$ cat config.mk
export PLATFORM = sky130hd
export DESIGN_NAME = lrc_queue
export DESIGN_NICKNAME = d
export VERILOG_FILES = /design/src/sv/lrc_pkg.sv /design/src/sv/lrc_queue.sv
export SDC_FILE = /design/constraint.sdc
export NUM_CORES = 1
export LEC_CHECK = 0
export BUFFER_PORTS_ARGS = -buffer_cell sky130_fd_sc_hd__buf_4
export CORE_AREA = 2 2 294 296
export CTS_BUF_LIST = sky130_fd_sc_hd__clkbuf_16
export CTS_CLUSTER_DIAMETER = 150
export CTS_CLUSTER_SIZE = 10
export DETAILED_ROUTE_END_ITERATION = 16
export DIE_AREA = 0 0 296 298
export PLACE_DENSITY = 0.78
export SYNTH_ARGS = -nofsm -noshare
export SYNTH_HDL_FRONTEND = slang
export SYNTH_SLANG_ARGS = --single-unit
$ cat constraint.sdc
create_clock -name clock -period 8.5 [get_ports clock]
set_input_delay 1.7 -clock clock [delete_from_list [all_inputs] [get_ports clock]]
set_output_delay 1.7 -clock clock [all_outputs]
set_load 0.05 [all_outputs]
$ cat src/sv/lrc_pkg.sv
// ----------------------------------------------------------------------------
// lrc_pkg
// Shared types and constants for the line / rectangle clip unit.
// ----------------------------------------------------------------------------
package lrc_pkg;

   // fixed point format of all coordinates and coefficients
   localparam int FRAC_BITS = 16;

   // long division: 32 quotient bits, 4 per pipeline stage
   localparam int DIV_BITS       = 32;
   localparam int DIV_PER_STAGE  = 4;
   localparam int DIV_STAGES     = DIV_BITS / DIV_PER_STAGE;

   // front to back queue
   localparam int QUEUE_DEPTH = 4;
   localparam int QUEUE_AW    = $clog2(QUEUE_DEPTH);

   // edge order
   typedef enum logic [1:0] {
      EDGE_BOTTOM = 2'd0,
      EDGE_RIGHT  = 2'd1,
      EDGE_TOP    = 2'd2,
      EDGE_LEFT   = 2'd3
   } lrc_edge_type;

   typedef struct packed {
      logic signed [31:0] line_a;
      logic signed [31:0] line_b;
      logic signed [31:0] line_c;
      logic signed [31:0] rect_x0;
      logic signed [31:0] rect_y0;
      logic signed [31:0] rect_x1;
      logic signed [31:0] rect_y1;
   } lrc_req_type;

   typedef struct packed {
      logic               valid_res;
      logic signed [31:0] first_x;
      logic signed [31:0] first_y;
      logic signed [31:0] second_x;
      logic signed [31:0] second_y;
   } lrc_rsp_type;

   // one crossing to be solved by the back end
   typedef struct packed {
      logic               x_var;   // varying coordinate is x
      logic signed [31:0] fixed;   // copied coordinate
      logic [63:0]        num;     // |k|
      logic [31:0]        den;     // |coefficient|
      logic               neg;     // result is negative when nonzero
   } lrc_slot_type;

   // one queued job: classification plus the two crossings
   typedef struct packed {
      logic                    valid_res;
      lrc_slot_type [1:0]      slot;   // slot[0] is first in edge order
   } lrc_job_type;

   // one divider lane in flight
   typedef struct packed {
      logic               x_var;
      logic signed [31:0] fixed;
      logic [31:0]        den;
      logic [31:0]        rem;
      logic [31:0]        low;
      logic [31:0]        quo;
      logic               ovf;
      logic               neg;
   } lrc_lane_type;

   // saturate the signed quotient -(k)/lc into 32 bits
   function automatic logic [31:0] lrc_saturate(input logic ovf, input logic neg,
                                                input logic [31:0] quo);
      logic [31:0] res;
      if (neg) begin
         res = (ovf || quo[31]) ? 32'h8000_0000 : (32'd0 - quo);
      end else begin
         res = (ovf || quo[31]) ? 32'h7FFF_FFFF : quo;
      end
      return res;
   endfunction

endpackage

$ cat src/sv/lrc_queue.sv
// ----------------------------------------------------------------------------
// lrc_queue
// Short job queue between the classifier front end and the divider back end.
// ----------------------------------------------------------------------------
module lrc_queue import lrc_pkg::*; (
   input  logic        clock,
   input  logic        reset,
   input  logic        push,
   input  lrc_job_type push_job,
   output logic        full,
   input  logic        pop,
   output logic        empty,
   output lrc_job_type pop_job
);

   lrc_job_type         mem_ff [QUEUE_DEPTH];
   logic [QUEUE_AW-1:0] wr_ff, rd_ff;
   logic [QUEUE_AW:0]   cnt_ff;

   assign full    = (cnt_ff == (QUEUE_AW+1)'(QUEUE_DEPTH));
   assign empty   = (cnt_ff == '0);
   assign pop_job = mem_ff[rd_ff];

   // pointers and fill count
   always_ff @(posedge clock) begin
      if (reset) begin
         wr_ff  <= '0;
         rd_ff  <= '0;
         cnt_ff <= '0;
      end else begin
         if (push) wr_ff <= wr_ff + 1'b1;
         if (pop)  rd_ff <= rd_ff + 1'b1;
         if (push && !pop)      cnt_ff <= cnt_ff + 1'b1;
         else if (pop && !push) cnt_ff <= cnt_ff - 1'b1;
      end
   end

   // storage
   always_ff @(posedge clock) begin
      if (push) mem_ff[wr_ff] <= push_job;
   end

endmodule

Yosys cells after proc, flatten, opt, wreduce, memory -nomap -nowiden:

Memory sizes are Yosys's and may differ from the RTL's. A register that Yosys moved wholly into a read port is not among the register bits.
Cells that the tools add are included.

* add/subtract/negate cells: 4
* eq/ne operators: 1
* muxes and demuxes: 6
* reductions and logical operators: 6

Operators by type and width (count)
* 2-to-1 mux 3 bit: 2
* adder 2 x 1 -> 2 bit, second input constant: 2
* 2-to-1 mux 2 bit: 2
* adder 3 x 1 -> 3 bit, second input constant: 1
* == test 3 bit, second input constant: 1
* logical NOT 3 bit: 1
* subtractor 3 x 1 -> 3 bit, second input constant: 1
* logical AND 1 bit: 2
* logical NOT 1 bit: 2
* 2-to-1 mux 1 bit: 2
* nonzero test 2 bit: 1

* register bits: 7
* bits in writable memories: 1044
* input bits: 265
* output and inout port bits: 263
* word-level logic and storage cells: 21
* memories: 1

Memories
* mem_ff: words 4, width 261, read ports 1, clocked after memory_dff 1, write ports 1, line lrc_queue.sv:16 `lrc_job_type mem_ff [QUEUE_DEPTH];`

Depth between registers and ports, before layout:

Gate-level depths: netlist of run 1.

* word-level depth: 4
* depth in mapped cells: 7
* depth with buffers taken out: 7

Worst setup path before layout of run 1:

OpenSTA, ideal clock, no wires.

* kind: in2reg
* from: in push
* to: mem mem_ff[0][0] in the netlist's numbering, enable pin
* data arrival time: 7.597 ns
* path slack: 0.249 ns
* cell stages on the path: 1
* buffers on the path: 0
* cell sequence: and2_1

* word-level cells in the longest chain between the ends: 2

Ends and longest elaborated chain
* start: declaration: line lrc_queue.sv:8 `input logic push,`
* 2-to-1 mux 1 bit: line lrc_queue.sv:40 `if (push) mem_ff[wr_ff] <= push_job;`
* 2-to-1 mux 1 bit (not written as such): line lrc_queue.sv:40
* end: declaration: line lrc_queue.sv:16

No other way between the ends.

==> results of run 1 <==
==> final cells by class <==
class / count / area share [%]
clock inverter: 16 / 0.235
tap: 1144 / 3.09
multi-input combinational: 291 / 13.2
timing repair buffer: 542 / 8.98
inverter: 4 / 0.0324
clock buffer: 116 / 6.27
sequential: 1053 / 68.1
antenna: 4 / 0.0216
==> cells in the mapped netlist, drive strengths merged <==
cell / count / share of area, %
xnor2: 2 / 0.046
xor2: 3 / 0.069
inv: 4 / 0.039
or3: 1 / 0.016
clkbuf: 7 / 0.069
nor3: 1 / 0.013
nand2: 1 / 0.0098
a21oi: 1 / 0.013
mux4: 261 / 15
and2: 4 / 0.066
nor2: 7 / 0.069
buf: 52 / 1.0
dfxtp: 9 / 0.47
ha: 5 / 0.16
fa: 1 / 0.053
o21ai: 1 / 0.013
nor3b: 1 / 0.020
edfxtp: 1044 / 82
mux2i: 2 / 0.053
==> path summary, 6_finish.rpt <==
kind / start / endpoint / cells after the start
hold / removal: rd_ff[1] / flop / 2
setup reg to reg: wr_ff[0] / mem_ff[2][184] / 5
setup / recovery: flop / pop_job[222] / 3
hold reg to reg: rd_ff[1] / flop / 2
==> routing by layer <==
metal	vias up	wire, um
met5	-	63
met4	10	1850
met3	133	7870
met2	624	39000
met1	8901	27500
li1	7264	-
==> layout by cell type, fill, tap and decap left out, drive strengths merged, types with 3 or more instances in the layout <==
cell type / n
diode: 4
buf: 542
nor2: 7
clkbuf: 116
dfxtp: 9
ha: 5
edfxtp: 1044
and2: 4
mux4: 261
xor2: 3
inv: 19
==> power groups by stage <==
stage	Clock [uW]	Sequential (uW)	Combinational, uW
floorplan	0	6180	1250
global placement	0	6140	1800
detailed placement	0	6160	1820
CTS	4280	6060	1830
global route	4460	6080	1890
finish	4170	6060	1800
==> state kept, by name, indices dropped and copies added, names as in the netlist, named ones only <==
| register | count |
|---|---|
| cnt_ff | 3 |
| mem_ff | 1044 |
| rd_ff | 2 |
| wr_ff | 2 |
==> worst register-to-register path: stages, from the launching register on <==
cell and delay [ps]:
dfxtp_1 350, inv_1 100, ha_1 150, and2_4 150, buf_4 750, buf_4 950
==> logic make-up after synthesis <==
group,count (synthesis)
DFF,1053
adders and majority gates,6
muxes,263
AOI/OAI and AO/OA,2
and+or+nand+nor,15
buffers and inverters,63
xor gates and xnor gates,5
==> metrics by stage <==
step | setup WS (ps) | std cells | power (uW) | util (%) | cell area [um2]
3_5_place_dp | 4010 | 3034 | 7980 | 51.0 | 43300
6_report | 3450 | 3170 | 12000 | 54.5 | 46300
4_1_cts | 3280 | 3166 | 12200 | 54.5 | 46300
3_3_place_gp | 4010 | 3034 | 7940 | 51.0 | 43300
2_1_floorplan | 249 | 1407 | 7430 | - | 38100
5_1_grt | 3130 | 3170 | 12400 | 54.5 | 46300
==> metrics.txt, run 1 <==
Layout area overhead=21.5%; mux cell area share after synthesis=15.5%; power share of the clock group=between 30% and 40%; chip height=slightly below 300 um; Reg clk slew, reported paths=around 50 ps; largest net degree at the start of global routing=140; WS Path Type=flop to output port; r2r setup slk=around 5600 ps; DRC=0; P_sw=between 3000 and 4000 uW; met2 Use GR=between 20% and 30%; CP arrival=approximately 3400 ps; Final period util=59.4%; # fillers=roughly 6200; hpwl dp=roughly 45 mm; die area=between 80000 and 90000 um2; Logic pwr share=15.0%; Buf+Inv Stages, Crit Path=2; routability congestion estimate=0.746; sequential fraction of the synthesis area=82.8%; Setup Skew=about 24 ps; vias in the first global route=18043; Synth cell types=21; DR WL/cell=24.1 um; footprint of the multi-input gates=6120 um2; Cells after Synth=about 1400; CTS H-tree lvls=3; syn_area_per_cell=27.1 um2; io pins=approximately 530; largest family of logic cells by synthesized area=multiplexers; Worst Tran Pin Value=roughly 1400 ps; Post-Syn Nets=about 1700; Hold Violations, Final=0; cells along the critical path=buf_12 > mux4_2 > buf_4; status=complete, no violations; synthesized area=between 30000 and 40000 um2; Final setup viols=0; Setup Fix Bufs, Post-CTS=0; most used routing layer=met2; starting density of the core=~45%; CTS max path bufs=3; clk_lat worst skew=between 600 and 700 ps; RSZ-0062 raised after global routing=false; Congestion Overflow GR=0; Reg area=roughly 32000 um2; Hold Path Class=flop to flop; xor/xnor cell area share of the yosys netlist=less than 1%; max frequency=around 0.20 GHz; CTS Hold Bufs=0; Die Width=approximately 300 um; slowest stage delay, CP=between 900 and 1000 ps; crit-path max FO=103; initial antenna violation count=9; Reg power frac=about half; vias=roughly 17000; core area=around 85000 um2; CTS Buf Count=between 100 and 150; Tmin final=between 5000 and 6000 ps; TritonCTS clock tree=yes; Syn. warnings=0; Final Net Count=2278; layout cells sized above 1=around 46%; Worst Path Required=6800 ps; Slew headroom=under 10%; Internal=roughly 9000 uW; Root Buffer=clkbuf_16; switching part of the total=about a quarter; final hold slack=roughly 510 ps; Crit-path slowest cell=dfxtp_4; post-cts resize count=0; drt pass-1 iters=5; total track usage=between 10% and 20%; final antenna-violating net count=0; final setup TNS=0 ps; port bufs=roughly 530; Max Slew Vio Count=0; post-synthesis register bit count=between 1000 and 1500; M3 GR Usage=~7%; Synth Area in Compound Gates=0.0263%; CP top delay family=flip-flops; final WL=~76 mm; vias per inst=about 5.3; Max-Cap Viols=0; Worst Setup Start Kind=flop; leakage=~0.015 uW; post-synthesis adder-cell area fraction=less than 1%; pwr dens=around 260 nW/um2; Post-Synth Simple-Gate Area=0.194%; clk sinks=roughly 1100; initial DRC count=1260; met1 usage=20.2%; maximum VDD drop=0.000226 V; first-pass GRT wire length=113 mm; Setup crit end kind=output port; row cnt=~110
(Power assumes the default switching activity.)
==> run 2, diff against run 1 <==
--- a/config.mk
+++ b/config.mk
@@ -12,7 +12,7 @@
 export CTS_CLUSTER_SIZE = 10
 export DETAILED_ROUTE_END_ITERATION = 16
 export DIE_AREA = 0 0 296 298
-export PLACE_DENSITY = 0.78
+export PLACE_DENSITY = 0.76
 export SYNTH_ARGS = -nofsm -noshare
 export SYNTH_HDL_FRONTEND = slang
 export SYNTH_SLANG_ARGS = --single-unit
==> constraint.sdc (replaced) <==
create_clock -name clock -period 4.9 [get_ports clock]
set_input_delay 0.98 -clock clock [delete_from_list [all_inputs] [get_ports clock]]
set_output_delay 0.98 -clock clock [all_outputs]
set_load 0.05 [all_outputs]
==> run 2 against run 1 <==
Compared with the run above: worst hold slack lost 18 ps; count of clock-buffer cells in the layout shrank 1; via count grew 0.96%; largest cell class unchanged; total power rose by 74%; clock power grew 74%; core utilization grew 0.53 points; design area up 0.97%; sequential power is 73% higher; global-route usage rose by 0.54 points.
==> metrics.txt, run 2 (synthesis gave the netlist of run 1 again) <==
port bufs=527; Hold Violations, Final=0; largest net degree at the start of global routing=107; Setup Skew=19.1 ps; starting density of the core=~45%; CTS H-tree lvls=3; vias per inst=roughly 5.3; Critical Path End=pop_job[237]; drt pass-1 iters=5; biggest regs=mem_ff: 1044 flops, cnt_ff: 3 flops; row cnt=107; Overall Power=between 20000 and 25000 uW; vias in the first global route=18881; r2r setup slk=~2500 ps; Final Net Count=~2300; worst setup margin=between 1000 and 1500 ps; routability congestion estimate=approximately 0.76; RSZ-0062 raised after global routing=false; # fillers=6202; Buf+Inv Stages, Crit Path=2; Worst Tran Pin Value=about 1000 ps; final setup TNS=0 ps; most common cell after layout, fill and taps aside=edfxtp_1; Slew headroom=34.6%; cells along the critical path=buf_12 > mux4_2 > buf_4; Reg clk slew, reported paths=70 ps; Max Slew Vio Count=0; Hold Path Class=input pin to flop; final WL=slightly below 80 mm; hold depth=1; Layout area overhead=22.7%; Tmin final=between 3000 and 4000 ps; crit-path max FO=~60; hpwl dp=between 40 and 50 mm; layout cells sized above 1=47.0%; Root Buffer=clkbuf_16; io pins=around 530; pwr dens=roughly 450 nW/um2; Final period util=76.9%; vias=17095; most frequent cells in the layout=edfxtp_1 (1044), buf_4 (559), mux4_2 (261), clkbuf_16 (115), buf_12 (19); final hold slack=between 400 and 500 ps; CTS Buf Count=115; chip height=approximately 300 um; Die Width=approximately 300 um; CTS Hold Bufs=0; DRC=0; max frequency=approximately 0.27 GHz; leakage=~0.016 uW; Crit-path slowest cell=dfxtp_4; die area=between 80000 and 90000 um2; RR Endpoint=mem_ff[2][243]; final antenna-violating net count=0; post-cts resize count=0; clk sinks=1053; initial antenna violation count=5; slowest stage delay, CP=just over 700 ps; Setup Fix Bufs, Post-CTS=0; total track usage=17.7%; Max-Cap Viols=0; DR WL/cell=roughly 24 um; max reg flops=around 1000; initial DRC count=about 1300; CTS max path bufs=3; register bank with the most flops=mem_ff; Final setup viols=0; Worst Setup Start Kind=flop; post-place setup slack=1770 ps; WS Path Type=flop to output port; status=complete, no violations; Worst Path Required=around 4000 ps; clk_lat worst skew=between 600 and 700 ps; Setup crit end kind=output port; Congestion Overflow GR=0; core area=~85000 um2; CP arrival=roughly 2800 ps; reg2reg path depth=5; maximum VDD drop=~0.00036 V; worst r2r src=wr_ff[0]; first-pass GRT wire length=116 mm; CP top delay family=flip-flops; TritonCTS clock tree=yes; path length in cells of the critical path=3
run 2: cell type report:
| cell class | instances | area (um2) | share of cell area (%) |
|---|---|---|---|
| Sequential cell | 1053 | 31500 | 67.5 |
| Multi-Input combinational cell | 291 | 6120 | 13.1 |
| Timing Repair Buffer | 578 | 4580 | 9.79 |
| Clock buffer | 115 | 2880 | 6.16 |
| Tap cell | 1144 | 1430 | 3.06 |
| Clock inverter | 18 | 165 | 0.353 |
| Inverter | 4 | 15.0 | 0.0321 |
| Antenna cell | 3 | 7.51 | 0.0161 |
run 2: power breakdown:
group	internal, uW	switching, uW	total (uW)
sequential	10400	124	10500
combinational	1120	2080	3200
clock	4140	3110	7250
total	15600	5320	20900
run 2: worst min path at each step:
stage / startpoint / end / slack (ps)
finish: push_job[67] / mem_ff[3][67] / 500
global route: push_job[67] / mem_ff[3][67] / 440
CTS: push_job[64] / mem_ff[2][64] / 420
detailed placement: cnt_ff[2] / cnt_ff[2] / 500
global placement: cnt_ff[2] / cnt_ff[2] / 480
floorplan: cnt_ff[2] / cnt_ff[2] / 470
run 2: metrics by stage:
step / utilization, % / std cells / area [um2]
floorplan: - / 1407 / 38100
global placement: 51.5 / 3070 / 43700
detailed placement: 51.5 / 3070 / 43700
CTS: 55.0 / 3203 / 46700
global route: 55.1 / 3205 / 46700
finish: 55.1 / 3206 / 46700
run 2: per-layer routing:
layer	share of wire, %	GRT usage [%]	vias to the layer above
li1	-	-	7340
met1	37	21.4	8965
met2	51	29.6	658
met3	9.1	5.80	128
met4	2.8	6.49	4
met5	0.027	0	-
